## src/hdl/sorted_timer_queue_defines.svh

```systemverilog
// ----------------------------------------------------------------------------
// sorted_timer_queue_defines
// Assertion macros shared by the sorted timer queue.
// ----------------------------------------------------------------------------
`ifndef SORTED_TIMER_QUEUE_DEFINES_SVH
`define SORTED_TIMER_QUEUE_DEFINES_SVH

// same-cycle implication, disabled in reset
`define STQ_ASSERT_NOW(label, ante, cons, msg) \
    label: assert property (@(posedge clk) disable iff (!rst_n) (ante) |-> (cons)) \
        else $error(msg);

// next-cycle implication, disabled in reset
`define STQ_ASSERT_NEXT(label, ante, cons, msg) \
    label: assert property (@(posedge clk) disable iff (!rst_n) (ante) |=> (cons)) \
        else $error(msg);

`endif

```

## src/hdl/stq_pkg.sv

```systemverilog
// ----------------------------------------------------------------------------
// stq_pkg
// Types, codes and constants of the sorted timer queue.
// ----------------------------------------------------------------------------
package stq_pkg;

    localparam int NUM_TIMERS_DEF = 16;
    localparam int TIME_BITS_DEF  = 48;

    localparam int OP_BITS     = 2;
    localparam int ID_BITS     = 4;
    localparam int DELAY_BITS  = 32;
    localparam int NOW_BITS    = 48;
    localparam int KIND_BITS   = 2;
    localparam int REMAIN_BITS = 48;
    localparam int PROD_BITS   = DELAY_BITS + 10;

    localparam int US_PER_MS = 1000;

    localparam logic [REMAIN_BITS-1:0] REMAIN_MAX = '1;

    localparam logic [OP_BITS-1:0] OP_ARM    = 2'd0;
    localparam logic [OP_BITS-1:0] OP_CANCEL = 2'd1;
    localparam logic [OP_BITS-1:0] OP_EXPIRE = 2'd2;
    localparam logic [OP_BITS-1:0] OP_STATUS = 2'd3;

    localparam logic [KIND_BITS-1:0] KIND_EXPIRED = 2'd0;
    localparam logic [KIND_BITS-1:0] KIND_REMAIN  = 2'd1;
    localparam logic [KIND_BITS-1:0] KIND_EMPTY   = 2'd2;
    localparam logic [KIND_BITS-1:0] KIND_ACK     = 2'd3;

    typedef enum logic [2:0] {
        CELL_HOLD,
        CELL_POP,
        CELL_KILL,
        CELL_BUBBLE,
        CELL_INSERT
    } cell_op_t;

    typedef struct packed {
        cell_op_t           op;
        logic [ID_BITS-1:0] id;
    } cell_ctl_t;

    typedef struct packed {
        logic               valid;
        logic [ID_BITS-1:0] owner;
        logic               goes_right;
        logic               take_right;
    } link_t;

    typedef enum logic [2:0] {
        ST_IDLE,
        ST_MUL,
        ST_DEADLINE,
        ST_KILL,
        ST_BUBBLE,
        ST_INSERT,
        ST_ACK,
        ST_EXPIRE
    } state_t;

endpackage

```

## src/hdl/stq_channels.sv

```systemverilog
// ----------------------------------------------------------------------------
// stq_channels
// Valid/ready channels for commands into and events out of the timer queue.
// ----------------------------------------------------------------------------
interface stq_cmd_if;
    logic                             valid;
    logic                             ready;
    logic [stq_pkg::OP_BITS-1:0]      op;
    logic [stq_pkg::ID_BITS-1:0]      timer_id;
    logic [stq_pkg::DELAY_BITS-1:0]   delay_ms;
    logic [stq_pkg::NOW_BITS-1:0]     now_us;

    modport source (output valid, op, timer_id, delay_ms, now_us, input ready);
    modport sink   (input valid, op, timer_id, delay_ms, now_us, output ready);
endinterface

interface stq_evt_if;
    logic                             valid;
    logic                             ready;
    logic [stq_pkg::KIND_BITS-1:0]    kind;
    logic [stq_pkg::ID_BITS-1:0]      expired_id;
    logic [stq_pkg::REMAIN_BITS-1:0]  remaining_us;
    logic                             is_queued;
    logic                             error;
    logic                             last;

    modport source (output valid, kind, expired_id, remaining_us, is_queued, error, last,
                    input ready);
    modport sink   (input valid, kind, expired_id, remaining_us, is_queued, error, last,
                    output ready);
endinterface

```

## src/hdl/stq_cell.sv

```systemverilog
// ----------------------------------------------------------------------------
// stq_cell
// One slot of the sorted row: holds a deadline and its owner, and shifts
// left or right with its neighbors on pop, unlink and insert.
// ----------------------------------------------------------------------------
module stq_cell #(
    parameter int TIME_BITS = stq_pkg::TIME_BITS_DEF
) (
    input  logic                  clk,
    input  logic                  rst_n,
    input  stq_pkg::cell_ctl_t    ctl,
    input  logic [TIME_BITS-1:0]  new_dl,
    input  stq_pkg::link_t        left_link,
    input  logic [TIME_BITS-1:0]  left_dl,
    input  stq_pkg::link_t        right_link,
    input  logic [TIME_BITS-1:0]  right_dl,
    output stq_pkg::link_t        link,
    output logic [TIME_BITS-1:0]  dl
);

    logic                         v_reg;
    logic                         v_next;
    logic                         tok_reg;
    logic                         tok_next;
    logic [stq_pkg::ID_BITS-1:0]  own_reg;
    logic [stq_pkg::ID_BITS-1:0]  own_next;
    logic [TIME_BITS-1:0]         dl_reg;
    logic [TIME_BITS-1:0]         dl_next;

    logic match;
    logic goes_right;
    logic take_right;

    always_comb
    begin
        match      = v_reg && (own_reg == ctl.id) && (ctl.op == stq_pkg::CELL_KILL);
        goes_right = !v_reg || (new_dl < dl_reg);
        take_right = ((ctl.op == stq_pkg::CELL_BUBBLE) && tok_reg) || match;

        link.valid      = v_reg;
        link.owner      = own_reg;
        link.goes_right = goes_right;
        link.take_right = take_right;
    end

    assign dl = dl_reg;

    always_comb
    begin
        v_next   = v_reg;
        own_next = own_reg;
        dl_next  = dl_reg;
        // unlink hole travels right one slot per cycle
        tok_next = left_link.take_right && v_reg;
        case (ctl.op)
            stq_pkg::CELL_POP:
            begin
                v_next   = right_link.valid;
                own_next = right_link.owner;
                dl_next  = right_dl;
            end
            stq_pkg::CELL_KILL,
            stq_pkg::CELL_BUBBLE:
            begin
                if (take_right)
                begin
                    v_next   = right_link.valid;
                    own_next = right_link.owner;
                    dl_next  = right_dl;
                end
            end
            stq_pkg::CELL_INSERT:
            begin
                if (goes_right)
                begin
                    if (left_link.goes_right)
                    begin
                        v_next   = left_link.valid;
                        own_next = left_link.owner;
                        dl_next  = left_dl;
                    end
                    else
                    begin
                        v_next   = 1'b1;
                        own_next = ctl.id;
                        dl_next  = new_dl;
                    end
                end
            end
            default:
            begin
            end
        endcase
    end

    always_ff @(posedge clk or negedge rst_n)
    begin
        if (!rst_n)
        begin
            v_reg   <= 1'b0;
            tok_reg <= 1'b0;
        end
        else
        begin
            v_reg   <= v_next;
            tok_reg <= tok_next;
        end
    end

    always_ff @(posedge clk)
    begin
        own_reg <= own_next;
        dl_reg  <= dl_next;
    end

endmodule

```

## src/hdl/stq_chain.sv

```systemverilog
// ----------------------------------------------------------------------------
// stq_chain
// Row of slot cells kept in deadline order, head at the left end.
// ----------------------------------------------------------------------------
module stq_chain #(
    parameter int NUM_TIMERS = stq_pkg::NUM_TIMERS_DEF,
    parameter int TIME_BITS  = stq_pkg::TIME_BITS_DEF
) (
    input  logic                  clk,
    input  logic                  rst_n,
    input  stq_pkg::cell_ctl_t    ctl,
    input  logic [TIME_BITS-1:0]  new_dl,
    output stq_pkg::link_t        head_link,
    output logic [TIME_BITS-1:0]  head_dl
);

    stq_pkg::link_t        links [NUM_TIMERS];
    logic [TIME_BITS-1:0]  dls   [NUM_TIMERS];
    stq_pkg::link_t        lft_link [NUM_TIMERS];
    logic [TIME_BITS-1:0]  lft_dl   [NUM_TIMERS];
    stq_pkg::link_t        rgt_link [NUM_TIMERS];
    logic [TIME_BITS-1:0]  rgt_dl   [NUM_TIMERS];

    for (genvar g = 0; g < NUM_TIMERS; g++)
    begin : g_cell
        if (g == 0)
        begin : g_first
            assign lft_link[g] = '0;
            assign lft_dl[g]   = '0;
        end
        else
        begin : g_inner_l
            assign lft_link[g] = links[g-1];
            assign lft_dl[g]   = dls[g-1];
        end

        if (g == NUM_TIMERS - 1)
        begin : g_last
            assign rgt_link[g] = '0;
            assign rgt_dl[g]   = '0;
        end
        else
        begin : g_inner_r
            assign rgt_link[g] = links[g+1];
            assign rgt_dl[g]   = dls[g+1];
        end

        stq_cell #(
            .TIME_BITS (TIME_BITS)
        ) u_cell (
            .clk        (clk),
            .rst_n      (rst_n),
            .ctl        (ctl),
            .new_dl     (new_dl),
            .left_link  (lft_link[g]),
            .left_dl    (lft_dl[g]),
            .right_link (rgt_link[g]),
            .right_dl   (rgt_dl[g]),
            .link       (links[g]),
            .dl         (dls[g])
        );
    end

    assign head_link = links[0];
    assign head_dl   = dls[0];

endmodule

```

## src/hdl/sorted_timer_queue.sv

```systemverilog
// ----------------------------------------------------------------------------
// sorted_timer_queue
// Sorted deadline queue of numbered timers with arm, cancel, expire and
// status commands.
// ----------------------------------------------------------------------------
// Timers sit in a row of cells sorted by deadline in microseconds, earliest
// at the head; equal deadlines keep arm order. One command transaction is
// handled at a time. Status and cancel of an idle timer go straight to the
// acknowledge. Cancel of a queued timer first unlinks it; arm computes the
// deadline, unlinks the timer if it was already queued and inserts it if a
// cell is free (an id outside the queue skips both), and expire pops every
// due timer before its closing event. Events wait while the event side holds
// ready low. Unlinking walks the hole that moves one cell per cycle down the
// row after a timer is removed from the middle; pops from the head and
// inserts are single steps. Arm computes the deadline with one 32x10
// multiply followed by a saturating add, each in its own state.
// ----------------------------------------------------------------------------
`include "sorted_timer_queue_defines.svh"

module sorted_timer_queue #(
    parameter int NUM_TIMERS = stq_pkg::NUM_TIMERS_DEF,
    parameter int TIME_BITS  = stq_pkg::TIME_BITS_DEF
) (
    input  logic      clk,
    input  logic      rst_n,
    stq_cmd_if.sink   cmd,
    stq_evt_if.source evt
);

    localparam int IW = $clog2(NUM_TIMERS);
    localparam int CW = $clog2(NUM_TIMERS + 1);
    localparam int SW = ((TIME_BITS > stq_pkg::PROD_BITS) ? TIME_BITS : stq_pkg::PROD_BITS) + 1;
    localparam int RW = (TIME_BITS > stq_pkg::REMAIN_BITS) ? TIME_BITS : stq_pkg::REMAIN_BITS;
    localparam logic [TIME_BITS-1:0] TIME_MAX = '1;

    stq_pkg::state_t state_reg;
    stq_pkg::state_t state_next;

    logic [stq_pkg::OP_BITS-1:0]     op_reg;
    logic [stq_pkg::OP_BITS-1:0]     op_next;
    logic [stq_pkg::ID_BITS-1:0]     id_reg;
    logic [stq_pkg::ID_BITS-1:0]     id_next;
    logic [stq_pkg::DELAY_BITS-1:0]  delay_reg;
    logic [stq_pkg::DELAY_BITS-1:0]  delay_next;
    logic [TIME_BITS-1:0]            now_reg;
    logic [TIME_BITS-1:0]            now_next;
    logic [stq_pkg::PROD_BITS-1:0]   prod_reg;
    logic [stq_pkg::PROD_BITS-1:0]   prod_next;
    logic [TIME_BITS-1:0]            dl_reg;
    logic [TIME_BITS-1:0]            dl_next;
    logic [CW-1:0]                   cnt_reg;
    logic [CW-1:0]                   cnt_next;
    logic [CW-1:0]                   bub_reg;
    logic [CW-1:0]                   bub_next;
    logic [NUM_TIMERS-1:0]           mask_reg;
    logic [NUM_TIMERS-1:0]           mask_next;
    logic                            ack_q_reg;
    logic                            ack_q_next;
    logic                            ack_err_reg;
    logic                            ack_err_next;

    logic                              ovalid_reg;
    logic                              ovalid_next;
    logic [stq_pkg::KIND_BITS-1:0]     okind_reg;
    logic [stq_pkg::KIND_BITS-1:0]     okind_next;
    logic [stq_pkg::ID_BITS-1:0]       oid_reg;
    logic [stq_pkg::ID_BITS-1:0]       oid_next;
    logic [stq_pkg::REMAIN_BITS-1:0]   orem_reg;
    logic [stq_pkg::REMAIN_BITS-1:0]   orem_next;
    logic                              oq_reg;
    logic                              oq_next;
    logic                              oerr_reg;
    logic                              oerr_next;
    logic                              olast_reg;
    logic                              olast_next;

    stq_pkg::cell_ctl_t    ctl;
    stq_pkg::link_t        head_link;
    logic [TIME_BITS-1:0]  head_dl;

    logic                  slot_free;
    logic                  pop_fire;
    logic                  in_id_ok;
    logic                  id_ok;
    logic [IW-1:0]         in_idx;
    logic [IW-1:0]         idx;
    logic [IW-1:0]         head_idx;
    logic [SW-1:0]         sum_w;
    logic [TIME_BITS-1:0]  dl_sat;
    logic [TIME_BITS-1:0]  rem_full;
    logic [RW-1:0]         rem_ext;
    logic [stq_pkg::REMAIN_BITS-1:0] rem_out;

    assign in_id_ok = 32'(cmd.timer_id) < NUM_TIMERS;
    assign id_ok    = 32'(id_reg) < NUM_TIMERS;
    assign in_idx   = IW'(cmd.timer_id);
    assign idx      = IW'(id_reg);
    assign head_idx = IW'(head_link.owner);

    assign sum_w  = SW'(now_reg) + SW'(prod_reg);
    assign dl_sat = (sum_w > SW'(TIME_MAX)) ? TIME_MAX : sum_w[TIME_BITS-1:0];

    assign rem_full = head_dl - now_reg;
    assign rem_ext  = RW'(rem_full);
    assign rem_out  = (rem_ext > RW'(stq_pkg::REMAIN_MAX)) ? stq_pkg::REMAIN_MAX
                                                         : rem_ext[stq_pkg::REMAIN_BITS-1:0];

    assign slot_free = !ovalid_reg || evt.ready;

    assign cmd.ready        = (state_reg == stq_pkg::ST_IDLE);
    assign evt.valid        = ovalid_reg;
    assign evt.kind         = okind_reg;
    assign evt.expired_id   = oid_reg;
    assign evt.remaining_us = orem_reg;
    assign evt.is_queued    = oq_reg;
    assign evt.error        = oerr_reg;
    assign evt.last         = olast_reg;

    stq_chain #(
        .NUM_TIMERS (NUM_TIMERS),
        .TIME_BITS  (TIME_BITS)
    ) u_chain (
        .clk       (clk),
        .rst_n     (rst_n),
        .ctl       (ctl),
        .new_dl    (dl_reg),
        .head_link (head_link),
        .head_dl   (head_dl)
    );

    always_comb
    begin
        state_next   = state_reg;
        op_next      = op_reg;
        id_next      = id_reg;
        delay_next   = delay_reg;
        now_next     = now_reg;
        prod_next    = prod_reg;
        dl_next      = dl_reg;
        cnt_next     = cnt_reg;
        bub_next     = bub_reg;
        mask_next    = mask_reg;
        ack_q_next   = ack_q_reg;
        ack_err_next = ack_err_reg;

        ovalid_next = evt.ready ? 1'b0 : ovalid_reg;
        okind_next  = okind_reg;
        oid_next    = oid_reg;
        orem_next   = orem_reg;
        oq_next     = oq_reg;
        oerr_next   = oerr_reg;
        olast_next  = olast_reg;

        ctl.op   = stq_pkg::CELL_HOLD;
        ctl.id   = id_reg;
        pop_fire = 1'b0;

        case (state_reg)
            stq_pkg::ST_IDLE:
            begin
                if (cmd.valid)
                begin
                    op_next      = cmd.op;
                    id_next      = cmd.timer_id;
                    delay_next   = cmd.delay_ms;
                    now_next     = TIME_BITS'(cmd.now_us);
                    ack_q_next   = (cmd.op == stq_pkg::OP_STATUS) && in_id_ok && mask_reg[in_idx];
                    ack_err_next = (cmd.op == stq_pkg::OP_ARM);
                    case (cmd.op)
                        stq_pkg::OP_ARM:
                            state_next = stq_pkg::ST_MUL;
                        stq_pkg::OP_CANCEL:
                            state_next = (in_id_ok && mask_reg[in_idx]) ? stq_pkg::ST_KILL
                                                                        : stq_pkg::ST_ACK;
                        stq_pkg::OP_EXPIRE:
                            state_next = stq_pkg::ST_EXPIRE;
                        default:
                            state_next = stq_pkg::ST_ACK;
                    endcase
                end
            end
            stq_pkg::ST_MUL:
            begin
                prod_next  = stq_pkg::PROD_BITS'(delay_reg)
                           * stq_pkg::PROD_BITS'(stq_pkg::US_PER_MS);
                state_next = stq_pkg::ST_DEADLINE;
            end
            stq_pkg::ST_DEADLINE:
            begin
                dl_next = dl_sat;
                if (!id_ok)
                    state_next = stq_pkg::ST_ACK;
                else if (mask_reg[idx])
                    state_next = stq_pkg::ST_KILL;
                else
                    state_next = stq_pkg::ST_INSERT;
            end
            stq_pkg::ST_KILL:
            begin
                ctl.op         = stq_pkg::CELL_KILL;
                mask_next[idx] = 1'b0;
                cnt_next       = cnt_reg - CW'(1);
                bub_next       = cnt_reg;
                state_next     = stq_pkg::ST_BUBBLE;
            end
            stq_pkg::ST_BUBBLE:
            begin
                ctl.op   = stq_pkg::CELL_BUBBLE;
                bub_next = bub_reg - CW'(1);
                if (bub_reg <= CW'(1))
                    state_next = (op_reg == stq_pkg::OP_ARM) ? stq_pkg::ST_INSERT
                                                             : stq_pkg::ST_ACK;
            end
            stq_pkg::ST_INSERT:
            begin
                if (cnt_reg != CW'(NUM_TIMERS))
                begin
                    ctl.op         = stq_pkg::CELL_INSERT;
                    mask_next[idx] = 1'b1;
                    cnt_next       = cnt_reg + CW'(1);
                    ack_q_next     = 1'b1;
                    ack_err_next   = 1'b0;
                end
                state_next = stq_pkg::ST_ACK;
            end
            stq_pkg::ST_ACK:
            begin
                if (slot_free)
                begin
                    ovalid_next = 1'b1;
                    okind_next  = stq_pkg::KIND_ACK;
                    oid_next    = id_reg;
                    orem_next   = '0;
                    oq_next     = ack_q_reg;
                    oerr_next   = ack_err_reg;
                    olast_next  = 1'b1;
                    state_next  = stq_pkg::ST_IDLE;
                end
            end
            stq_pkg::ST_EXPIRE:
            begin
                if (slot_free)
                begin
                    ovalid_next = 1'b1;
                    oq_next     = 1'b0;
                    oerr_next   = 1'b0;
                    orem_next   = '0;
                    oid_next    = '0;
                    if (head_link.valid && (head_dl <= now_reg))
                    begin
                        ctl.op              = stq_pkg::CELL_POP;
                        pop_fire            = 1'b1;
                        mask_next[head_idx] = 1'b0;
                        cnt_next            = cnt_reg - CW'(1);
                        okind_next          = stq_pkg::KIND_EXPIRED;
                        oid_next            = head_link.owner;
                        olast_next          = 1'b0;
                    end
                    else
                    begin
                        olast_next = 1'b1;
                        state_next = stq_pkg::ST_IDLE;
                        if (head_link.valid)
                        begin
                            okind_next = stq_pkg::KIND_REMAIN;
                            orem_next  = rem_out;
                        end
                        else
                        begin
                            okind_next = stq_pkg::KIND_EMPTY;
                        end
                    end
                end
            end
            default:
            begin
                state_next = stq_pkg::ST_IDLE;
            end
        endcase
    end

    always_ff @(posedge clk or negedge rst_n)
    begin
        if (!rst_n)
        begin
            state_reg  <= stq_pkg::ST_IDLE;
            cnt_reg    <= '0;
            bub_reg    <= '0;
            mask_reg   <= '0;
            ovalid_reg <= 1'b0;
        end
        else
        begin
            state_reg  <= state_next;
            cnt_reg    <= cnt_next;
            bub_reg    <= bub_next;
            mask_reg   <= mask_next;
            ovalid_reg <= ovalid_next;
        end
    end

    always_ff @(posedge clk)
    begin
        op_reg      <= op_next;
        id_reg      <= id_next;
        delay_reg   <= delay_next;
        now_reg     <= now_next;
        prod_reg    <= prod_next;
        dl_reg      <= dl_next;
        ack_q_reg   <= ack_q_next;
        ack_err_reg <= ack_err_next;
        okind_reg   <= okind_next;
        oid_reg     <= oid_next;
        orem_reg    <= orem_next;
        oq_reg      <= oq_next;
        oerr_reg    <= oerr_next;
        olast_reg   <= olast_next;
    end

    // queued flags and slot count stay in step
    `STQ_ASSERT_NOW(a_mask_count, 1'b1, $countones(mask_reg) == cnt_reg, "mask/count mismatch")
    // while idle, the head of the row is occupied exactly when the queue is not empty
    `STQ_ASSERT_NOW(a_head_valid, state_reg == stq_pkg::ST_IDLE,
                    head_link.valid == (cnt_reg != '0), "head/count mismatch")
    // every pop removes exactly one timer
    `STQ_ASSERT_NEXT(a_pop_count, pop_fire, cnt_reg == $past(cnt_reg) - CW'(1),
                     "pop count error")

endmodule

```

## src/flat_wrapper.sv

```systemverilog
// flat-port wrapper written by rule: the top's interface ports become plain ports
module sorted_timer_queue_flat 
#(
    parameter int NUM_TIMERS = stq_pkg::NUM_TIMERS_DEF,
    parameter int TIME_BITS  = stq_pkg::TIME_BITS_DEF
)
  (clk, rst_n, cmd_valid, cmd_op, cmd_timer_id, cmd_delay_ms, cmd_now_us, cmd_ready, evt_valid, evt_kind, evt_expired_id, evt_remaining_us, evt_is_queued, evt_error, evt_last, evt_ready);
  stq_cmd_if cmd_i ();
  stq_evt_if evt_i ();
  input  logic clk;
  input  logic rst_n;
  input wire logic [$bits(cmd_i.valid)-1:0] cmd_valid;
  input wire logic [$bits(cmd_i.op)-1:0] cmd_op;
  input wire logic [$bits(cmd_i.timer_id)-1:0] cmd_timer_id;
  input wire logic [$bits(cmd_i.delay_ms)-1:0] cmd_delay_ms;
  input wire logic [$bits(cmd_i.now_us)-1:0] cmd_now_us;
  output wire logic [$bits(cmd_i.ready)-1:0] cmd_ready;
  output wire logic [$bits(evt_i.valid)-1:0] evt_valid;
  output wire logic [$bits(evt_i.kind)-1:0] evt_kind;
  output wire logic [$bits(evt_i.expired_id)-1:0] evt_expired_id;
  output wire logic [$bits(evt_i.remaining_us)-1:0] evt_remaining_us;
  output wire logic [$bits(evt_i.is_queued)-1:0] evt_is_queued;
  output wire logic [$bits(evt_i.error)-1:0] evt_error;
  output wire logic [$bits(evt_i.last)-1:0] evt_last;
  input wire logic [$bits(evt_i.ready)-1:0] evt_ready;
  assign cmd_i.valid = cmd_valid;
  assign cmd_i.op = cmd_op;
  assign cmd_i.timer_id = cmd_timer_id;
  assign cmd_i.delay_ms = cmd_delay_ms;
  assign cmd_i.now_us = cmd_now_us;
  assign cmd_ready = cmd_i.ready;
  assign evt_valid = evt_i.valid;
  assign evt_kind = evt_i.kind;
  assign evt_expired_id = evt_i.expired_id;
  assign evt_remaining_us = evt_i.remaining_us;
  assign evt_is_queued = evt_i.is_queued;
  assign evt_error = evt_i.error;
  assign evt_last = evt_i.last;
  assign evt_i.ready = evt_ready;
  sorted_timer_queue #(.NUM_TIMERS(NUM_TIMERS), .TIME_BITS(TIME_BITS)) u_core (.clk(clk), .rst_n(rst_n), .cmd(cmd_i), .evt(evt_i));
endmodule
```

## config.mk

```make
export PLATFORM = sky130hd
export DESIGN_NAME = sorted_timer_queue_flat
export DESIGN_NICKNAME = d
export VERILOG_FILES = /design/src/hdl/stq_pkg.sv /design/src/hdl/stq_channels.sv /design/src/hdl/stq_cell.sv /design/src/hdl/stq_chain.sv /design/src/hdl/sorted_timer_queue.sv /design/src/flat_wrapper.sv
export VERILOG_INCLUDE_DIRS = /design/src /design/src/hdl
export SDC_FILE = /design/constraint.sdc
export NUM_CORES = 2
export LEC_CHECK = 0
export BUFFER_PORTS_ARGS = -buffer_cell sky130_fd_sc_hd__buf_4
export CORE_MARGIN = 4
export CORE_UTILIZATION = 35
export DETAILED_ROUTE_END_ITERATION = 12
export SLEW_MARGIN = 10
export SYNTH_ARGS = -nofsm -noshare
export SYNTH_HDL_FRONTEND = slang
export SYNTH_SLANG_ARGS = --single-unit
```

## constraint.sdc

```tcl
create_clock -name clk -period 6.46 [get_ports clk]
set_clock_uncertainty 0.2 [all_clocks]
set_input_delay 0 -clock clk [delete_from_list [all_inputs] [get_ports clk]]
set_output_delay 0 -clock clk [all_outputs]
set_load 0.05 [all_outputs]
```

### Word level (Yosys, flattened, before mapping)

Index checks and enable logic that the tools add are counted.

| storage, ports and cells | value |
|---|---|
| bits in registers | 1125 |
| bits of input ports | 90 |
| output and inout port bits | 59 |

| operators by class | value |
|---|---|
| $lt $le $gt $ge | 25 |
| mux-type cells | 253 |
| equal/unequal tests | 70 |
| bitwise operators | 5 |
| multiply operators | 1 |
| reduce and logical (&&, ||, !) cells | 146 |
| add/subtract/negate cells | 5 |

Operator list:

| kind | count |
|---|---|
| 48-bit two-way mux | 52 |
| 48-bit one-hot mux with 3 select lines | 16 |
| 48-bit < comparator | 16 |
| 4-bit two-way mux | 50 |
| 4-bit one-hot mux with 3 select lines | 16 |
| 48-bit one-hot mux with 2 select lines | 1 |
| 2-bit by 1-bit inequality test with 1-bit output, second input constant | 37 |
| 1-bit logical AND | 66 |
| 1-bit two-way mux | 65 |
| 4-bit equality test | 16 |
| 3-bit AND reduction | 18 |
| 48-bit by 42-bit adder with 49-bit output | 1 |
| 49-bit by 48-bit greater-than comparator with 1-bit output, second input constant | 1 |
| 48-bit greater-than comparator, second input constant | 1 |
| 48-bit less-or-equal comparator | 1 |
| 16-bit two-way mux | 3 |
| 1-bit one-hot mux with 3 select lines | 16 |
| 16-bit one-hot mux with 3 select lines | 1 |
| 48-bit subtractor | 1 |
| 32-bit by 7-bit multiplier with 39-bit output, second input constant | 1 |
| 16-bit bitwise AND | 2 |
| 1-bit logical OR | 32 |
| 16-bit NOT | 2 |
| 3-bit two-way mux | 9 |
| other kinds (34) | 81 |

### Longest topological paths before layout

| logic depth | value |
|---|---|
| depth in word-level cells | 10 |
| depth in mapped cells | 18 |
| gate-level depth less buffers | 17 |

### Modules after synthesis

From an unflattened synthesis, not the netlist that was laid out.

| second synthesis, totals | value |
|---|---|
| cell total of the unflattened synthesis | 8746 |
| area, all modules | 84566.1 µm² |

By module, submodules not included:

| module | sequential area each (µm²) | area an instance (µm²) | cells each | instances |
|---|---|---|---|---|
| stq_cell | 1611.5 | 4003.8 | 422 | 16 |
| sorted_timer_queue | 7717.4 | 20500.9 | 1993 | 1 |
| stq_chain | 0.0 | 3.8 | 1 | 1 |

### Worst setup path after synthesis

No wires, ideal clock.

| path | value |
|---|---|
| path type | register to register |
| start point | reg u_core.u_chain.g_cell[0].u_cell.dl_reg[0] |
| end point | reg u_core.u_chain.g_cell[11].u_cell.dl_reg[0], enable pin |
| slack | -0.543 ns |
| required time | 5.734 ns |
| path buffers | 0 |
| cell stages (with the launch flop) | 14 |
| data arrival time | 6.277 ns |
| cells stage by stage | edfxtp_1 > inv_1 > ha_1 > inv_1 > fa_1 > a21o_1 > a221o_1 > a221oi_2 > nor4b_1 > a21oi_1 > a21oi_2 > nor2_1 > nor3_2 > nor3_1 |

| between the ends | value |
|---|---|
| word-level cells in the longest chain between the ends | 10 |

Ends and longest elaborated chain:

| what | RTL line | source |
|---|---|---|
| start, declared | stq_cell.sv:27 | `logic [TIME_BITS-1:0] dl_reg;` |
| start signal, assigned | stq_cell.sv:113 | `dl_reg <= dl_next;` |
| 48-bit less-or-equal comparator * | sorted_timer_queue.sv:249 | `if (head_link.valid && (head_dl <= now_reg))` |
| 1-bit logical AND * | sorted_timer_queue.sv:249 |  |
| 1-bit two-way mux * | sorted_timer_queue.sv:249 |  |
| 3-bit two-way mux * | sorted_timer_queue.sv:242 | `if (slot_free)` |
| 3-bit one-hot mux with 4 select lines * | sorted_timer_queue.sv:158 | `case (state_reg)` |
| 3-bit by 2-bit equality test with 1-bit output, on equally long branches | stq_cell.sv:38, stq_cell.sv:55, stq_cell.sv:36 |  |
| 1-bit logical AND, on equally long branches | stq_cell.sv:38, stq_cell.sv:36 |  |
| 1-bit logical OR | stq_cell.sv:38 | `take_right = ((ctl.op == stq_pkg::CELL_BUBBLE) && tok_reg) \|\| match;` |
| 2-bit by 1-bit inequality test with 1-bit output (no line) | -- |  |
| 3-bit AND reduction (no line) * | -- |  |
| end signal, assigned | stq_cell.sv:113 |  |
| end, declared | stq_cell.sv:27 |  |

Mark *: on every way between the ends. The rest lies on a longest branch, timed or not.
A chain may end at the register's enable or synchronous reset.

### Worst setup path after layout

| path | value |
|---|---|
| start point | reg u_core.u_chain.g_cell[0].u_cell.dl_reg[40] |
| end point | reg u_core.u_chain.g_cell[3].u_cell.dl_reg[6], enable pin |

| between the ends | value |
|---|---|
| word-level cells in the longest chain between the ends | 10 |

Ends and longest elaborated chain:

| what | RTL line |
|---|---|
| 48-bit less-or-equal comparator * | sorted_timer_queue.sv:249 |
| 1-bit logical AND * | sorted_timer_queue.sv:249 |
| 1-bit two-way mux * | sorted_timer_queue.sv:249 |
| 3-bit two-way mux * | sorted_timer_queue.sv:242 |
| 3-bit one-hot mux with 4 select lines * | sorted_timer_queue.sv:158 |
| 3-bit by 2-bit equality test with 1-bit output, on equally long branches | stq_cell.sv:38, stq_cell.sv:55, stq_cell.sv:36 |
| 1-bit logical AND, on equally long branches | stq_cell.sv:38, stq_cell.sv:36 |
| 1-bit logical OR | stq_cell.sv:38 |
| 2-bit by 1-bit inequality test with 1-bit output (no line) | -- |
| 3-bit AND reduction (no line) * | -- |
| end signal, assigned | stq_cell.sv:113 |
| end, declared | stq_cell.sv:27 |

Marks and branches as above.

==> metrics.cfg <==
[grt]
grt_pass1_vias = 64170
antenna_found_initial = 3
grt_usage_pct = 19.14
overflow = 0
grt_pass1_wl_mm = 372.1
grt_max_degree = 233

[sta]
slew_headroom_pct = 12.88
fin_crit_ps = 5905
hold_viol = 0
fin_crit_sh_pct = 91.42
final-setup-viol-count = 0
setup_tns_ps = 0
slew_violations = 0
grt_setup_unrepaired = no
setup_slack_ps = 554.5
max_freq_mhz = 169.3
worstMarginPinSlew_ps = 1290

[clock_network]
cts_resized = 0
clock_sink_count = 1125
cts_made_buffers = 139
clk_latency_ps = 800
clk_path_buf_depth = 3
cts_root_buf = clkbuf_16
cts_tree = yes
htreeDepth = 4
clkSlewWorstSetupHoldPaths_ps = 60

[worst_setup_path]
critPathLaunchType = flop
path_class = flop to flop
cp_max_fo = 36
slowest_delay_ps = 900
crit_chain = ha_1, nand4_1, or2_2, nor2_1, nand3_1, nor4_2, a21oi_2, buf_4, o21ai_0, buf_4, o21ai_0, nor2_4, buf_12
cp.required_ps = 6730
cpMaxStageDelayCell = nor4_2
crit_path_end_kind = flop
crit_arrival_ps = 6180

[layout]
final_common_cell = edfxtp_1
final_util_pct = 40.07
layout-drive-gt1-share_pct = 7.053
fin_nets = 9695
syn_to_final_growth_pct = 13.74
largest_reg_flops = 768
final_cell_mix = edfxtp_1 (1064), inv_1 (1006), ha_1 (929)
num_antenna_cells = 0

[floorplan]
core_um2 = 233000
die-height_um = 492.3
io-pin-count = 149
num_rows = 177
die_x_um = 492.3
initial_core_util_pct = 35.23
die_area_um2 = 242300

[placed_design]
dp_hpwl_mm = 181.9
place_congestion = 0.9252
port_buffers = 148
dp_slack_ps = 672.3

[route]
drtIter0Drc = 5853
post_drt_wl_per_cell_um = 20.33
drcViolationCount = 0
viasPerCell = 5.560
wl_mm = 239.8
drtPass1Iterations = 6
vias = 65580
ant_nets = 0

[yosys]
synth_top_area_cell = edfxtp_1
synth_area_um2 = 82080
yosys_warnings = 0
ys_types = 88
synthCells = 8434
synth_nets = 9574
synth_seq_area_share_pct = 40.79
synth_area_per_cell_um2 = 9.732
synth_edf_count = 1064
ys_seq_elements = 1125
synth_ff_type = edfxtp_1
yosys-top-cells-area = edfxtp_1 (39%), ha_1 (14%), inv_1 (4.6%), nand3_1 (3.4%), nand2_1 (3.3%)
async_reset_ff_share_pct = 5.422
netlist.area_leader.share_pct = 38.93

[min_path]
min_path_type = primary input to async pin

[power_and_ir_drop]
power_w = 0.05220
p_leak_nw = 39.62
powerDensity_nw_per_um2 = 559.1
irDropWorstVdd_mv = 0.3312

[job]
maxCapViolCount = 0

[run_status]
status = completed

==> report_power, final <==
| part | leakage [nW] | total, W | switching (W) | internal, W |
|---|---|---|---|---|
| clock | 2.16 | 0.00779 | 0.00325 | 0.00454 |
| sequential | 10.7 | 0.0165 | 0.00258 | 0.0139 |
| combinational | 26.7 | 0.0280 | 0.0176 | 0.0104 |
| total | 39.6 | 0.0522 | 0.0234 | 0.0288 |
==> final cells by class <==
| class | instances | area (µm²) |
|---|---|---|
| fill | 22730 | 139600 |
| multi-input combinational | 5782 | 43140 |
| sequential | 1125 | 33480 |
| timing repair buffer | 500 | 4609 |
| tap | 3132 | 3919 |
| clock buffer | 187 | 3859 |
| inverter | 1007 | 3780 |
| clock inverter | 62 | 570.5 |
==> repair_timing <==
action                                 in CTS  in global routing
setup endpoints to repair                   0                  0
setup buffers                               0                  0
endpoints found under the hold margin     229                  0
hold buffers                              180                  0
==> synth_stat cells (all sizes together) (121+ instances only) <==
cell	number
a21oi	501
a21o	286
inv	1006
o311ai	190
nor3	150
ha	929
edfxtp	1064
nand4	154
nor2	302
nand3	560
mux2i	189
fa	121
o21ai	488
nand2	729
o221ai	261
clkbuf	427
==> path summary, 6_finish.rpt <==
path,from,to,slack [ps],depth (start not counted)
worst max-delay path,u_core.u_chain.g_cell[0].u_cell.dl[40],u_core.u_chain.g_cell[3].u_cell.dl[6],550,13
worst min-delay path,rst_n,u_core.evt.valid,90,4
worst max register to register,u_core.u_chain.g_cell[0].u_cell.dl[40],u_core.u_chain.g_cell[3].u_cell.dl[6],550,13
worst min register to register,u_core.bub_reg[4],u_core.bub_reg[4],290,1
max in group asynchronous,rst_n,u_core.u_chain.g_cell[5].u_cell.v_reg,5600,4
min in group clk,cmd_timer_id[3],u_core.ack_q_reg,120,5
==> logic make-up after synthesis <==
| family | Yosys count | synth area share [%] |
|---|---|---|
| multiplexers | 202 | 2.607 |
| adder cells (fa/ha/maj) | 1050 | 17.11 |
| XOR/XNOR | 173 | 1.846 |
| flip-flops | 1125 | 40.79 |
| AND/OR/NAND/NOR | 2146 | 12.24 |
| AO/OA/AOI/OAI | 2211 | 18.32 |
| buffers and inverters | 1527 | 7.081 |
==> per-stage QoR <==
step	hold slack, ps	instances	area (µm²)
floorplan	-495.6	8434	82080
global placement	-39.38	11370	87100
detailed placement	-34.19	11370	87100
CTS	58.14	11800	93350
global route	125.4	11800	93350
finish	90.19	11800	93350
==> worst max-delay path: cells and delay by family, from the launching register on <==
family | cells | cell delay, ps
flops | 1 | 470
compound gates | 3 | 830
fa+ha+maj | 1 | 510
simple gates | 6 | 2580
buf+inv | 3 | 880
==> routing by layer <==
| metal | global-route usage (%) | wire, µm | up-vias |
|---|---|---|---|
| li1 | - | - | 31540 |
| met1 | 27.57 | 111800 | 31500 |
| met2 | 29.33 | 104200 | 2194 |
| met3 | 2.808 | 15610 | 346 |
| met4 | 6.596 | 8204 | 0 |
| met5 | 0 | 0 | - |
(Power assumes the default switching activity.)
